### config.mk
export PLATFORM = sky130hd
export DESIGN_NAME = ikt_cosdiv
export DESIGN_NICKNAME = d
export VERILOG_FILES = /design/src/rtl/ikt_pkg.sv /design/src/rtl/ikt_cosdiv.sv
export SDC_FILE = /design/constraint.sdc
export NUM_CORES = 2
export LEC_CHECK = 0
export BUFFER_PORTS_ARGS = -buffer_cell sky130_fd_sc_hd__buf_4
export CORE_ASPECT_RATIO = 1.4
export CORE_MARGIN = 2
export CORE_UTILIZATION = 64
export DETAILED_ROUTE_END_ITERATION = 6
export HOLD_SLACK_MARGIN = 0.03
export PLACE_DENSITY = 0.81
export SLEW_MARGIN = 5
export SYNTH_ARGS = -nofsm -noshare
export SYNTH_HDL_FRONTEND = slang
export SYNTH_SLANG_ARGS = --single-unit
### constraint.sdc
create_clock -name i_clk -period 3.7 [get_ports i_clk]
set_clock_uncertainty 0.05 [all_clocks]
set_input_delay 0.185 -clock i_clk [delete_from_list [all_inputs] [get_ports i_clk]]
set_output_delay 0.185 -clock i_clk [all_outputs]
set_load 0.05 [all_outputs]
### src/rtl/ikt_pkg.sv
`timescale 1ns / 1ps
package ikt_pkg;

    // fixed point default
    localparam int FRAC_BITS_DEF = 16;

    // field widths
    localparam int W_X      = 20;
    localparam int W_LEN    = 17;
    localparam int W_HOFF   = 18;
    localparam int W_PITCH  = 19;
    localparam int W_HIP    = 20;
    localparam int W_JNT    = 19;

    // internal datapath widths
    localparam int W_DX     = 21;
    localparam int W_DZ     = 22;
    localparam int W_NUM1   = 46;
    localparam int W_DEN1   = 35;
    localparam int W_AB     = 20;
    localparam int W_NUM3   = 44;
    localparam int W_DEN3   = 40;

    // config port
    localparam int CFG_IDX_W  = 3;
    localparam int CFG_DATA_W = 19;

    localparam logic [CFG_IDX_W-1:0] CFG_FOOT_TO_ANKLE = 3'd0;
    localparam logic [CFG_IDX_W-1:0] CFG_ANKLE_TO_KNEE = 3'd1;
    localparam logic [CFG_IDX_W-1:0] CFG_KNEE_TO_HIP   = 3'd2;
    localparam logic [CFG_IDX_W-1:0] CFG_HIP_OFFSET_X  = 3'd3;
    localparam logic [CFG_IDX_W-1:0] CFG_HIP_OFFSET_Z  = 3'd4;
    localparam logic [CFG_IDX_W-1:0] CFG_PITCH_OFFSET  = 3'd5;

    localparam logic [W_LEN-1:0]          RST_FOOT_TO_ANKLE = 17'd7668;
    localparam logic [W_LEN-1:0]          RST_ANKLE_TO_KNEE = 17'd25887;
    localparam logic [W_LEN-1:0]          RST_KNEE_TO_HIP   = 17'd29819;
    localparam logic signed [W_HOFF-1:0]  RST_HIP_OFFSET_X  = 18'sd0;
    localparam logic signed [W_HOFF-1:0]  RST_HIP_OFFSET_Z  = 18'sd516;
    localparam logic signed [W_PITCH-1:0] RST_PITCH_OFFSET  = -19'sd3813;

    // CORDIC, Q30 angles
    localparam int CORDIC_STEPS = 28;
    localparam int CORDIC_W     = 34;
    localparam logic signed [CORDIC_W-1:0] HALF_PI_Q30 = 34'sd1686629713;

    function automatic logic signed [CORDIC_W-1:0] atan_q30(input int i);
        case (i)
            0:  return 34'sd843314856;
            1:  return 34'sd497837829;
            2:  return 34'sd263043836;
            3:  return 34'sd133525158;
            4:  return 34'sd67021686;
            5:  return 34'sd33543515;
            6:  return 34'sd16775850;
            7:  return 34'sd8388437;
            8:  return 34'sd4194282;
            9:  return 34'sd2097149;
            10: return 34'sd1048575;
            11: return 34'sd524287;
            12: return 34'sd262143;
            13: return 34'sd131071;
            14: return 34'sd65535;
            15: return 34'sd32767;
            16: return 34'sd16383;
            17: return 34'sd8191;
            18: return 34'sd4095;
            19: return 34'sd2047;
            20: return 34'sd1023;
            21: return 34'sd511;
            22: return 34'sd255;
            23: return 34'sd127;
            24: return 34'sd63;
            25: return 34'sd31;
            26: return 34'sd15;
            27: return 34'sd7;
            default: return '0;
        endcase
    endfunction

endpackage

### src/rtl/ikt_cosdiv.sv
`timescale 1ns / 1ps
// Clamped cosine quotient: c = sign(num) * trunc(|num| * 2^F / den), one quotient
// bit per stage.
module ikt_cosdiv import ikt_pkg::*; #(
    parameter int F  = FRAC_BITS_DEF,
    parameter int WN = W_NUM1,
    parameter int WD = W_DEN1,
    parameter int SW = 1
) (
    input  logic                 i_clk,
    input  logic                 i_rst_n,
    input  logic                 i_en,
    input  logic                 i_valid,
    input  logic [SW-1:0]        i_side,
    input  logic signed [WN-1:0] i_num,
    input  logic [WD-1:0]        i_den,
    output logic                 o_valid,
    output logic [SW-1:0]        o_side,
    output logic signed [F+1:0]  o_cos,
    output logic                 o_flag
);

    localparam logic signed [F+1:0] ONE = {2'b01, {F{1'b0}}};

    // input stage: magnitude and sign
    logic          r_v0;
    logic [SW-1:0] r_sd0;
    logic [WN-1:0] r_mag;
    logic          r_neg;
    logic [WD-1:0] r_den0;

    // quotient stages, stage 0 holds the integer bit
    logic          r_v  [0:F];
    logic [SW-1:0] r_sd [0:F];
    logic [WD-1:0] r_rem[0:F];
    logic [WD-1:0] r_dd [0:F];
    logic [F:0]    r_q  [0:F];
    logic          r_ng [0:F];
    logic          r_zr [0:F];
    logic          r_ov [0:F];

    logic [WD-1:0] n_rem[0:F];
    logic [F:0]    n_q  [0:F];
    logic          n_zr, n_ov;

    logic [WN-1:0] den_ext;
    logic          ge0;
    logic [WD:0]   sh   [1:F];
    logic          ge   [1:F];

    logic          r_vo;
    logic [SW-1:0] r_sdo;
    logic signed [F+1:0] r_cos;
    logic          r_flo;
    logic signed [F+1:0] qs;

    // restoring division steps
    always_comb begin
        den_ext  = {{(WN-WD){1'b0}}, r_den0};
        ge0      = r_mag >= den_ext;
        n_zr     = r_den0 == '0;
        n_ov     = r_mag > den_ext;
        n_rem[0] = ge0 ? WD'(r_mag - den_ext) : WD'(r_mag);
        n_q[0]   = (F+1)'(ge0);
        for (int k = 1; k <= F; k++) begin
            sh[k]    = {r_rem[k-1], 1'b0};
            ge[k]    = sh[k] >= {1'b0, r_dd[k-1]};
            n_rem[k] = ge[k] ? WD'(sh[k] - {1'b0, r_dd[k-1]}) : WD'(sh[k]);
            n_q[k]   = {r_q[k-1][F-1:0], ge[k]};
        end
        qs = $signed({1'b0, r_q[F]});
    end

    always_ff @(posedge i_clk) begin
        if (!i_rst_n) begin
            r_v0 <= 1'b0;
            r_vo <= 1'b0;
            for (int k = 0; k <= F; k++) r_v[k] <= 1'b0;
        end else if (i_en) begin
            r_v0 <= i_valid;
            r_v[0] <= r_v0;
            for (int k = 1; k <= F; k++) r_v[k] <= r_v[k-1];
            r_vo <= r_v[F];
        end
    end

    always_ff @(posedge i_clk) begin
        if (i_en) begin
            r_sd0  <= i_side;
            r_mag  <= i_num[WN-1] ? WN'(-i_num) : WN'(i_num);
            r_neg  <= i_num[WN-1];
            r_den0 <= i_den;

            r_sd[0]  <= r_sd0;
            r_rem[0] <= n_rem[0];
            r_dd[0]  <= r_den0;
            r_q[0]   <= n_q[0];
            r_ng[0]  <= r_neg;
            r_zr[0]  <= n_zr;
            r_ov[0]  <= n_ov;
            for (int k = 1; k <= F; k++) begin
                r_sd[k]  <= r_sd[k-1];
                r_rem[k] <= n_rem[k];
                r_dd[k]  <= r_dd[k-1];
                r_q[k]   <= n_q[k];
                r_ng[k]  <= r_ng[k-1];
                r_zr[k]  <= r_zr[k-1];
                r_ov[k]  <= r_ov[k-1];
            end

            // zero divisor wins over clamping
            r_sdo <= r_sd[F];
            r_flo <= r_zr[F] | r_ov[F];
            if (r_zr[F]) begin
                r_cos <= ONE;
            end else if (r_ov[F]) begin
                r_cos <= r_ng[F] ? -ONE : ONE;
            end else begin
                r_cos <= r_ng[F] ? -qs : qs;
            end
        end
    end

    assign o_valid = r_vo;
    assign o_side  = r_sdo;
    assign o_cos   = r_cos;
    assign o_flag  = r_flo;

endmodule

# Word level (Yosys, flattened, before mapping)
# Memories as Yosys holds them, arrays and structs flattened. A register that Yosys moved wholly into a read port is not among the register bits.
# Cells that the tools add are included.
# word_totals
ff_bits	103
mem_bits_rw	1564
in_bits	86
out_inout_bits	21
elab_cells	116
n_memories	8
# memory_table
memory	depth	width	read_ports	rd_clocked_by_memory_dff	write_ports	line_no	text
r_dd	17	35	16	0	17	ikt_cosdiv.sv:36	logic [WD-1:0] r_dd [0:F];
r_rem	17	35	16	0	17	ikt_cosdiv.sv:35	logic [WD-1:0] r_rem[0:F];
r_q	17	17	17	0	17	ikt_cosdiv.sv:37	logic [F:0] r_q [0:F];
r_ng	17	1	17	0	17	ikt_cosdiv.sv:38	logic r_ng [0:F];
r_ov	17	1	17	0	17	ikt_cosdiv.sv:40	logic r_ov [0:F];
r_sd	17	1	17	1	17	ikt_cosdiv.sv:34	logic [SW-1:0] r_sd [0:F];
2 more memories	n/a	n/a	n/a	n/a	n/a	n/a	
# op_classes
add_sub_neg	19
magnitude_cmp	18
n_mux	43
n_bitwise	18
reduce_logical	2
# ops
cell	n
35-bit two-way mux	17
35-bit subtractor	17
36-bit by 35-bit >= comparator with 1-bit output	16
18-bit two-way mux	3
46-bit by 35-bit >= comparator with 1-bit output	1
46-bit by 35-bit > comparator with 1-bit output	1
46-bit negator	1
45-bit two-way mux	1
35-bit logical NOT	1
1-bit two-way mux	22
17-bit negator with 18-bit output	1
1-bit OR	18
1-bit logical NOT	1

# Logic depth before layout (Yosys ltp)
# logic_depth
word_depth	4
mapped_depth	16
ltp_nobuf	15

# Worst setup path after synthesis
# No wires, ideal clock.
# synth_path
path_type	reg2reg
startpoint	memory r_dd[0][490] in the netlist's numbering
endpoint	memory r_rem[0][526] in the netlist's numbering (data pin)
setup_time_ps	260
t_arrival_ps	3092
t_required_ps	3390
setup_slack_ps	299
stages_incl_launch_ff	13
path_buffers	1
period_less_slack_ps	3401
cell_sequence	edfxtp_1 > inv_1 > fa_1 > a21oi_1 > o21ai_1 > a2111oi_4 > o31ai_4 > a311oi_4 > or4b_1 > nand2_1 > a41oi_2 > buf_2 > mux2_2
# synth_lines
element	line_no
start: declaration	ikt_cosdiv.sv:36
end: declaration	ikt_cosdiv.sv:35

==> metrics.yaml <==
rsz0062_at_grt: "true"
grt_pass1_wl_um: 326000
power-per-cell-area_nw_per_um2: 857
gp_congestion: 0.987
synth_area_um2: 82500
yosys.area.top_type_share_pct: 53.2
finalSetupViolations: 31
synth_top_cell_by_area: "edfxtp_1"
synthFlopType: "edfxtp_1"
path_delay_family: "compound AO/OA/AOI/OAI gates"
switchingPower_mw: 31.8
cp.required_ps: 4200
die_y_um: 429
wl_um: 217000
numCtsBuffers: 146
place.port_buffers: 106
synth.mux.area_fraction_pct: 1.89
synth_fp_nets: 8098
internal_power_mw: 51.9
final.fill_count: 7932
hold_ws_ps: 58.6
die_w_um: 307
violations: "negative setup slack"
startpoint_type: "register"
synth_fa_ha_area_share_pct: 9.42
core_area_um2: 128000
dp_hpwl_um: 158000
synth-simple-area-share_pct: 9.38
pwr-share-clk_pct: 17.3
vdd_ir_drop_max_v: 0.000494
endpoint_kind: "register"
synth.distinct_cells: 107
cts_root_buf: "clkbuf_16"
grt-ovfl-total: 0
setup_tns_ps: -2330
slowest_delay_ps: 450
power_frac_comb_pct: 50.9
dieArea_um2: 132000
p_seq_share_pct: 31.8
cts-htree-levels: 4
period_needed_ps: 3850
yosys_warnings: 0
cts_max_path_buffers: 3
syn_to_final_growth_pct: 18.3
synth_edf_count: 1461
cts_tree: "yes"
antenna_left: 0
async_reset_ff_share_pct: 0
final_max_slew_viol_count: 0
row_count: 155
ys_ff_latch: 1463
outcome: "complete, but fails checks"
placed_area_um2: 90000
synth_compound_area_share_pct: 15.9
final_area_um2: 97700
r2r_slack_ps: -150
cp.arrival_ps: 4360
ios: 107
via_per_inst: 6.04
p_leak_nw: 41.1
synth_top_family_by_area: "compound AO/OA/AOI/OAI gates"
hold_class: "in -> reg"
synthTopCellsByArea: "edfxtp_1 (53%), ha_1 (9.0%), a21oi_1 (3.5%)"
synth_most_common_cell: "edfxtp_1"
path_buf_inv: 5
via_count: 61100
clkSlewWorstSetupHoldPaths_ps: 60
synth_common_cells: "edfxtp_1 (1461), inv_1 (761), ha_1 (596), nand2_1 (581), a21oi_1 (578)"
final_hold_viol_count: 0
diodes: 0
ys_seq_area_share_pct: 53.2
clk_latency_ps: 810
syn_avg_cell_area_um2: 11.2
post-route-period-util_pct: 104
numClockSinks: 1463
start_util_pct: 64.6
grt_max_degree: 123
utilization_pct: 76.4
maxCapViolCount: 0
holdPathStages: 2
critical_path_depth: 16
drc_errors: 0
synthXorXnorAreaFrac_pct: 5.67
max_freq_mhz: 259
grt_pass1_vias: 65100
nets: 9053
layout-drive-gt1-share_pct: 15.6
cp_slowest_cell: "a221o_1"
slew_headroom_pct: 10.3
syn_inst: 7400
setup_slack_ps: -155
ff2ff_path_depth: 16
grt_usage_pct: 32.0
path_class: "reg -> reg"
tightest_slew_ps: 1340
antenna_found_initial: 0
crit_path_cell_trace: "inv_2, ha_4, inv_2, fa_2, a21o_1, a21oi_2, o211ai_1, a221o_1, o2bb2ai_4, a21boi_2, buf_6, o221a_1, and2b_4, buf_12, buf_12, mux2_4"
drtIter0Drc: 3747
wl_per_cell_um: 21.4
drt-pass1-iter-count: 7
cp_max_fo: 5
p_sw_share_pct: 38.0
[layout by cell type (no fill, tap or decap), types with 87 or more instances in the layout]
cell type / instances
clkbuf_16: 162
o21ai_0: 503
ha_1: 591
nand2_1: 575
inv_1: 759
dlygate4sd3_1: 154
nor2_1: 371
mux2_2: 99
edfxtp_1: 1461
xnor2_1: 328
nand3_1: 103
a21oi_1: 565
buf_4: 774
nor3_1: 87
nand4_1: 100
a21o_1: 324
xor2_1: 206
o21bai_1: 87
[path summary, 6_finish.rpt]
check | end | startpoint
setup / recovery | r_rem[0][1] | r_mag[0]
hold / removal | r_den0[34] | i_den[34]
setup reg to reg | r_rem[0][1] | r_mag[0]
hold reg to reg | r_q[0][144] | r_q[0][126]
[timing repair]
item | in CTS | in global routing
endpoints found under the setup margin | 186 | 323
gates resized for setup | 30 | 172
setup buffers | 7 | 40
hold buffers | 153 | 1
hold endpoints to repair | 154 | 1
pin swaps | 7 | 71
gates cloned | 3 | 14
[routing by layer]
metal | global-route usage, % | vias up | part of all wire [%]
met3 | 3.86 | 932 | 3.0
li1 | - | 29100 | -
met1 | 23.9 | 29200 | 28
met4 | 31.7 | 0 | 12
met2 | 65.3 | 1923 | 57
met5 | 0 | - | 0
[sequential cells by signal (all words and copies together), names as in the netlist, 18 cells and up]
name / flops
r_den0: 35
r_dd: 560
o_cos: 18
r_mag: 46
r_q: 153
r_rem: 560
[layout make-up]
cell class | instances | area [um2] | share of cell area (%)
clock inverters | 81 | 749 | 0.767
repair buffers | 994 | 8690 | 8.90
multi-input cells | 4987 | 35500 | 36.4
well taps | 1648 | 2060 | 2.11
inverters | 763 | 2880 | 2.95
clock buffers | 179 | 3850 | 3.94
flip-flops and latches | 1463 | 43900 | 45.0
[power groups by stage]
stage / clock (mW) / sequential [mW] / combinational, mW
final: 14.5 / 26.6 / 42.6
after global routing: 15.2 / 27.0 / 46.3
after CTS: 14.6 / 26.5 / 40.5
after detailed placement: 0 / 26.8 / 39.6
after global placement: 0 / 26.6 / 38.4
after floorplan: 0 / 26.0 / 26.6
[through the flow]
step | setup slack (ps) | cells | power, mW
after floorplan | 299 | 7400 | 52.6
after global placement | -229 | 9637 | 65.0
after detailed placement | -269 | 9637 | 66.4
final | -155 | 10100 | 83.7
after CTS | 1.63 | 10100 | 81.6
after global routing | -246 | 10100 | 88.5
[kinds of logic after synthesis]
logic type                 after synthesis
xor gates and xnor gates               534
and+or+nand+nor                       1629
AOI/OAI and AO/OA                     2075
adders and majority gates              612
DFF                                   1463
muxes                                  137
buffers and inverters                  950
(Power assumes the default switching activity.)
