$ cat src/rtl/ikt_pkg.sv
`timescale 1ns / 1ps
package ikt_pkg;

    // fixed point default
    localparam int FRAC_BITS_DEF = 16;

    // field widths
    localparam int W_X      = 20;
    localparam int W_LEN    = 17;
    localparam int W_HOFF   = 18;
    localparam int W_PITCH  = 19;
    localparam int W_HIP    = 20;
    localparam int W_JNT    = 19;

    // internal datapath widths
    localparam int W_DX     = 21;
    localparam int W_DZ     = 22;
    localparam int W_NUM1   = 46;
    localparam int W_DEN1   = 35;
    localparam int W_AB     = 20;
    localparam int W_NUM3   = 44;
    localparam int W_DEN3   = 40;

    // config port
    localparam int CFG_IDX_W  = 3;
    localparam int CFG_DATA_W = 19;

    localparam logic [CFG_IDX_W-1:0] CFG_FOOT_TO_ANKLE = 3'd0;
    localparam logic [CFG_IDX_W-1:0] CFG_ANKLE_TO_KNEE = 3'd1;
    localparam logic [CFG_IDX_W-1:0] CFG_KNEE_TO_HIP   = 3'd2;
    localparam logic [CFG_IDX_W-1:0] CFG_HIP_OFFSET_X  = 3'd3;
    localparam logic [CFG_IDX_W-1:0] CFG_HIP_OFFSET_Z  = 3'd4;
    localparam logic [CFG_IDX_W-1:0] CFG_PITCH_OFFSET  = 3'd5;

    localparam logic [W_LEN-1:0]          RST_FOOT_TO_ANKLE = 17'd7668;
    localparam logic [W_LEN-1:0]          RST_ANKLE_TO_KNEE = 17'd25887;
    localparam logic [W_LEN-1:0]          RST_KNEE_TO_HIP   = 17'd29819;
    localparam logic signed [W_HOFF-1:0]  RST_HIP_OFFSET_X  = 18'sd0;
    localparam logic signed [W_HOFF-1:0]  RST_HIP_OFFSET_Z  = 18'sd516;
    localparam logic signed [W_PITCH-1:0] RST_PITCH_OFFSET  = -19'sd3813;

    // CORDIC, Q30 angles
    localparam int CORDIC_STEPS = 28;
    localparam int CORDIC_W     = 34;
    localparam logic signed [CORDIC_W-1:0] HALF_PI_Q30 = 34'sd1686629713;

    function automatic logic signed [CORDIC_W-1:0] atan_q30(input int i);
        case (i)
            0:  return 34'sd843314856;
            1:  return 34'sd497837829;
            2:  return 34'sd263043836;
            3:  return 34'sd133525158;
            4:  return 34'sd67021686;
            5:  return 34'sd33543515;
            6:  return 34'sd16775850;
            7:  return 34'sd8388437;
            8:  return 34'sd4194282;
            9:  return 34'sd2097149;
            10: return 34'sd1048575;
            11: return 34'sd524287;
            12: return 34'sd262143;
            13: return 34'sd131071;
            14: return 34'sd65535;
            15: return 34'sd32767;
            16: return 34'sd16383;
            17: return 34'sd8191;
            18: return 34'sd4095;
            19: return 34'sd2047;
            20: return 34'sd1023;
            21: return 34'sd511;
            22: return 34'sd255;
            23: return 34'sd127;
            24: return 34'sd63;
            25: return 34'sd31;
            26: return 34'sd15;
            27: return 34'sd7;
            default: return '0;
        endcase
    endfunction

endpackage

$ cat src/rtl/ikt_sqrt.sv
`timescale 1ns / 1ps
// Floor square root of a 2F+1 bit value, one result bit per stage.
module ikt_sqrt import ikt_pkg::*; #(
    parameter int F  = FRAC_BITS_DEF,
    parameter int SW = 1
) (
    input  logic           i_clk,
    input  logic           i_rst_n,
    input  logic           i_en,
    input  logic           i_valid,
    input  logic [SW-1:0]  i_side,
    input  logic [2*F:0]   i_rad,
    output logic           o_valid,
    output logic [SW-1:0]  o_side,
    output logic [F:0]     o_root
);

    localparam int VW = 2 * F + 1;
    localparam int RW = 2 * F + 2;

    logic          r_v  [0:F];
    logic [SW-1:0] r_sd [0:F];
    logic [VW-1:0] r_rv [0:F];
    logic [RW-1:0] r_rt [0:F];

    logic [VW-1:0] n_rv [0:F];
    logic [RW-1:0] n_rt [0:F];
    logic [VW-1:0] pv   [0:F];
    logic [RW-1:0] pr   [0:F];
    logic [RW-1:0] bj   [0:F];
    logic [RW-1:0] t    [0:F];
    logic          ge   [0:F];

    // digit-by-digit steps, bit weight 4^(F-j) at stage j
    always_comb begin
        for (int j = 0; j <= F; j++) begin
            pv[j] = (j == 0) ? i_rad : r_rv[(j == 0) ? 0 : j-1];
            pr[j] = (j == 0) ? '0    : r_rt[(j == 0) ? 0 : j-1];
            bj[j] = RW'(1) << (2 * (F - j));
            t[j]  = pr[j] + bj[j];
            ge[j] = {1'b0, pv[j]} >= t[j];
            n_rv[j] = ge[j] ? VW'({1'b0, pv[j]} - t[j]) : pv[j];
            n_rt[j] = ge[j] ? (pr[j] >> 1) + bj[j] : pr[j] >> 1;
        end
    end

    always_ff @(posedge i_clk) begin
        if (!i_rst_n) begin
            for (int j = 0; j <= F; j++) r_v[j] <= 1'b0;
        end else if (i_en) begin
            r_v[0] <= i_valid;
            for (int j = 1; j <= F; j++) r_v[j] <= r_v[j-1];
        end
    end

    always_ff @(posedge i_clk) begin
        if (i_en) begin
            r_sd[0] <= i_side;
            for (int j = 1; j <= F; j++) r_sd[j] <= r_sd[j-1];
            for (int j = 0; j <= F; j++) begin
                r_rv[j] <= n_rv[j];
                r_rt[j] <= n_rt[j];
            end
        end
    end

    assign o_valid = r_v[F];
    assign o_side  = r_sd[F];
    assign o_root  = r_rt[F][F:0];

endmodule

$ cat config.mk
export PLATFORM = sky130hd
export DESIGN_NAME = ikt_sqrt
export DESIGN_NICKNAME = d
export VERILOG_FILES = /design/src/rtl/ikt_pkg.sv /design/src/rtl/ikt_sqrt.sv
export SDC_FILE = /design/constraint.sdc
export NUM_CORES = 1
export LEC_CHECK = 0
export BUFFER_PORTS_ARGS = -buffer_cell sky130_fd_sc_hd__buf_2
export CAP_MARGIN = 20
export CORE_AREA = 5 5 233 235
export CTS_BUF_LIST = sky130_fd_sc_hd__clkbuf_4 sky130_fd_sc_hd__clkbuf_8
export DETAILED_ROUTE_END_ITERATION = 12
export DIE_AREA = 0 0 238 240
export HOLD_SLACK_MARGIN = 0.02
export MAX_ROUTING_LAYER = met4
export PLACE_DENSITY_LB_ADDON = 0.05
export REMOVE_ABC_BUFFERS = 1
export SLEW_MARGIN = 10
export SYNTH_ARGS = -nofsm -noshare
export SYNTH_HDL_FRONTEND = slang
export SYNTH_SLANG_ARGS = --single-unit
$ cat constraint.sdc
create_clock -name i_clk -period 4.6 [get_ports i_clk]
set_clock_uncertainty 0.05 [all_clocks]
set_input_delay 0.69 -clock i_clk [delete_from_list [all_inputs] [get_ports i_clk]]
set_output_delay 0.69 -clock i_clk [all_outputs]
set_load 0.05 [all_outputs]
## Word level (Yosys, flattened, before mapping)

Memories as Yosys holds them, arrays and structs flattened.
Index checks and enable logic that the tools add are counted.
W data, S select, Z words.

- Reduce and logical (&&, ||, !) cells: 0
- Order comparisons: 17
- $add $sub $neg: 49
- Divide/modulo/power cells: 0
- Equality and inequality tests: 0
- Shift operators: 0
- Bitwise operators: 17
- Mux-type cells: 56
- Multipliers: 0

Operators with widths:

| kind | count |
|---|---|
| $mux W33 | 18 |
| $ge A33 B34 Y1 | 16 |
| $mux W34 | 16 |
| $sub A33 B33 Y33 | 16 |
| $add A33 B1 Y34 const B | 1 |
| $add A33 B11 Y34 const B | 1 |
| $add A33 B13 Y34 const B | 1 |
| $add A33 B15 Y34 const B | 1 |
| $add A33 B17 Y34 const B | 1 |
| $add A33 B19 Y34 const B | 1 |
| $add A33 B21 Y34 const B | 1 |
| $add A33 B23 Y34 const B | 1 |
| $add A33 B25 Y34 const B | 1 |
| $add A33 B27 Y34 const B | 1 |
| $add A33 B29 Y34 const B | 1 |
| $add A33 B3 Y34 const B | 1 |
| $add A33 B31 Y34 const B | 1 |
| $add A33 B5 Y34 const B | 1 |
| $add A33 B7 Y34 const B | 1 |
| $add A33 B9 Y34 const B | 1 |
| $add A34 B1 Y34 const B | 1 |
| $add A34 B11 Y34 const B | 1 |
| $add A34 B13 Y34 const B | 1 |
| $add A34 B15 Y34 const B | 1 |
| 16 further kinds | 53 |

- Memories kept: 4
- Bits in read-only memories: 0
- RAM bits: 1173
- Output and inout port bits: 19
- Register bits after elaboration: 0
- Bits in latches: 0

Memory list:

| name | words | width | read ports | clocked after memory_dff | write ports | line | RTL |
|---|---|---|---|---|---|---|---|
| r_rt | 17 | 34 | 17 | 0 | 17 | ikt_sqrt.sv:24 | `logic [RW-1:0] r_rt [0:F];` |
| r_rv | 17 | 33 | 16 | 0 | 17 | ikt_sqrt.sv:23 | `logic [VW-1:0] r_rv [0:F];` |
| r_sd | 17 | 1 | 17 | 0 | 17 | ikt_sqrt.sv:22 | `logic [SW-1:0] r_sd [0:F];` |
| r_v | 17 | 1 | 17 | 0 | 17 | ikt_sqrt.sv:21 | `logic r_v [0:F];` |

## Longest topological paths before layout

- Depth after elaboration: 4
- Gate-level depth with buffers: 11
- Mapped depth without buffers: 10

## Least setup slack after synthesis

Ideal clock, no wire load.

- Kind: register to register
- Start: mem r_rv[0][280] (netlist name)
- End: mem r_rv[0][322] (netlist name) (data pin)
- Clock period less this slack: 2.886 ns
- Required time: 4.290 ns
- Setup time: 0.260 ns
- Arrival: 2.576 ns
- Path buffers: 2
- Cell stages (with the launch flop): 11
- Path slack: 1.714 ns
- Cell sequence: edfxtp_1 ha_1 nor2b_1 o31a_1 o41a_1 o21bai_1 and4b_1 clkbuf_1 clkbuf_1 nor2_1 mux2_2

RTL lines:

| item | line |
|---|---|
| start: declaration | ikt_sqrt.sv:23 |

==> flow_summary_export.csv <==
group,metric,value,unit
sta,setup_ws,1220,ps
cells_and_area,layout_common_cells,"715 x edfxtp_1, 199 x inv_1, 166 x ha_1, 151 x nor2_1, 132 x a21oi_1",
sta,setup_viol,0,
floorplanning,die_y,240,microns
clock_network,clk_latency,710,ps
clock_network,post_cts_buffers,0,
power_and_ir_drop,clock_power_share,0.307,
cells_and_area,nNetsFinal,2900,
worst_setup_path,r2r-start,"r_rv[0][469]",
floorplanning,io_pins,57,
floorplanning,initial_utilization,0.641,
grt,grt_pass1_vias,20600,
place,place.gp.congestion,0.929,
worst_setup_path,rr_endpoint,"r_rv[0][522]",
synthesis,synth_edf_count,715,
power_and_ir_drop,powerDensity,466,nW/um^2
grt,antenna_found_initial,1,
power_and_ir_drop,total_power,17.2,mW
floorplanning,core,52000,sq um
sta,rsz0062_at_grt,"false",
synthesis,synthCells,2535,
run_status,outcome,"complete, no violations",
worst_setup_path,worstRegToRegCells,8,
synthesis,synthesis.area,33400,sq um
place,port_buffers,56,
worst_hold_path,min_path_type,"primary input to flip-flop",
worst_hold_path,whs_path_depth,1,
worst_setup_path,critical_path_class,"flip-flop to flip-flop",
power_and_ir_drop,p_comb_frac,0.178,
synthesis,yosys.area.top_type,"edfxtp_1",
synthesis,avgSynthCellArea,13.2,sq um
routing,routed-via-count,20500,
worst_setup_path,crit_fanout,6,
synthesis,ys_seq_area_frac,0.643,
clock_network,clkTransAtPathRegs,60,ps
sta,hold_violations,0,
sta,worst_slew_pin_slew,1020,ps
grt,grt_max_degree,118,
synthesis,ys_ff_latch,715,
sta,fmax,296,MHz
sta,min_period,3380,ps
power_and_ir_drop,p_switching,4.84,mW
worst_setup_path,worstSetupPathDepth,8,
routing,vias_per_cell,5.90,
routing,drc_errors,0,
place,hpwl,48.3,mm
routing,drt-initial-drc-count,1442,
power_and_ir_drop,vdd_drop_max,0.331,mV
sta,fin_crit_sh,0.734,
grt,grt_pass1_wl,108,mm
clock_network,cts_tree,"done",
power_and_ir_drop,swShare,0.281,
cells_and_area,final_layout_size_suffix_gt1_frac,0.105,
worst_setup_path,reg2reg_slack,1220,ps
place,post-place-ws,1280,ps
worst_setup_path,crit_required,4990,ps
worst_setup_path,cp-end-kind,"flip-flop",
worst_setup_path,worst_ep_arrival_time,3770,ps
floorplanning,placementRows,84,
synthesis,yosysWarnings,0,
clock_network,cts_sinks,715,
routing,routed_wirelength,67.7,mm
clock_network,max-clock-path-buffers,3,
grt,grt-ovfl-total,0,
sta,final_max_slew_viol_count,0,
sta,fin_setup_tns,0,ps
worst_setup_path,start_kind,"flip-flop",
synthesis,postSynth.asyncResetShare,0,
clock_network,cts_root_buf,"clkbuf_8",
worst_setup_path,path_buf_inv,0,
synthesis,synth_top_area_share,0.643,
worst_setup_path,cpMostUsedCell,"nor3b_1",
floorplanning,fp.dieW,238,microns
synthesis,yosysUniqueCellTypes,79,
power_and_ir_drop,seq_power_share,0.515,
clock_network,ctsHoldBuffers,20,
sta,fin_hold_ws,101,ps
sta,slew_headroom,0.318,
worst_hold_path,min_to,"r_rv[0][10]",
flow_run,drv_cap,0,
worst_setup_path,crit_path_cell_trace,"ha_1 -> a211oi_1 -> nor3b_1 -> o21ai_0 -> o2bb2ai_1 -> nor3b_1 -> and4bb_2 -> xor2_1",
power_and_ir_drop,internal_power,12.4,mW
worst_setup_path,crit_family,"simple AND/OR/NAND/NOR gates",
worst_setup_path,cp_slowest_stage_delay,620,ps
cells_and_area,syn2layout_area_growth,10.8,%
synthesis,synth-main-ff-cell,"edfxtp_1",
clock_network,cts-resized-gates,0,
clock_network,cts_max_level,3,
cells_and_area,n_fill_cell,3586,
worst_hold_path,hold_start,"i_rad[10]",
routing,wl_per_cell,19.5,microns
worst_setup_path,cpMaxStageDelayCell,"nor3b_1",
floorplanning,die_area,57100,sq um
power_and_ir_drop,p_leak,14.1,nW
cells_and_area,final_common_cell,"edfxtp_1",
grt,grt_usage,0.246,
routing,ant_nets,0,
clock_network,numCtsBuffers,109,
synthesis,ys_top_cells_by_area,"edfxtp_1 64%, ha_1 6.2%, xnor2_1 2.8%, xor2_1 2.6%, inv_1 2.2%",
routing,dr.pass1.iters,6,
## flip-flops by register name (all words and copies together), names as in the netlist
signal / cells
r_rt: 153
r_rv: 528
r_sd: 17
r_v: 17
## cell type report
| cell class | count | area (sq um) | share of cell area |
|---|---|---|---|
| repair buffers | 94 | 701 | 0.0189 |
| multi-input cells | 1575 | 11000 | 0.297 |
| flip-flops and latches | 715 | 21500 | 0.581 |
| well taps | 688 | 861 | 0.0233 |
| clock inverters | 69 | 539 | 0.0146 |
| clock buffers | 132 | 1680 | 0.0454 |
| inverters | 200 | 751 | 0.0203 |
| diodes | 1 | 2.50 | 0.0000677 |
## power groups by stage
stage / registers [mW] / logic, mW / clock network [mW]
detailed placement: 9.00 / 3.02 / 0
global route: 8.95 / 3.41 / 5.75
global placement: 8.98 / 2.97 / 0
CTS: 8.87 / 3.06 / 5.43
finish: 8.87 / 3.07 / 5.30
floorplan: 8.75 / 2.25 / 0
## worst max path at each step
stage,start,to
2_1_floorplan,r_rv[0][249],r_rv[0][283]
3_3_place_gp,r_rv[0][342],r_rv[0][377]
3_5_place_dp,r_rv[0][280],r_rv[0][315]
4_1_cts,r_rv[0][342],r_rv[0][394]
5_1_grt,r_rv[0][342],r_rv[0][394]
6_report,r_rv[0][469],r_rv[0][522]
## metal layers
layer | vias up | share of wire | global-route usage
li1 | 9896 | - | -
met1 | 9886 | 0.41 | 0.300
met2 | 528 | 0.51 | 0.420
met3 | 188 | 0.043 | 0.0385
met4 | 0 | 0.038 | 0.0944
met5 | - | 0 | -
## logic make-up (layout without fill, tap and decap cells)
logic type	Yosys count	in the layout	synth area share
muxes	31	31	0.0102
buffers and inverters	245	495	0.0280
AOI/OAI and AO/OA	456	456	0.0874
xor gates and xnor gates	205	205	0.0538
other	1	2	0.000112
and+or+nand+nor	715	715	0.114
adders and majority gates	167	167	0.0628
DFF	715	715	0.643
## per-stage QoR
step / instance area, sq um / instances / utilization
6_report: 37000 / 3474 / 0.711
5_1_grt: 37000 / 3474 / 0.711
4_1_cts: 37000 / 3473 / 0.711
3_5_place_dp: 34600 / 3252 / 0.664
3_3_place_gp: 34600 / 3252 / 0.664
2_1_floorplan: 33200 / 2490 / -
## cells in the mapped netlist (29+ instances only)
cell,number
a21o_1,37
a21oi_1,132
and3_1,29
clkbuf_1,35
edfxtp_1,715
ha_1,166
inv_1,199
nand2_1,131
nand2b_1,38
nand3_1,40
nand4_1,39
nor2_1,151
nor3_1,64
nor4_1,79
o21a_1,37
o21ai_0,114
xnor2_1,105
xor2_1,100
(Power assumes the default switching activity.)
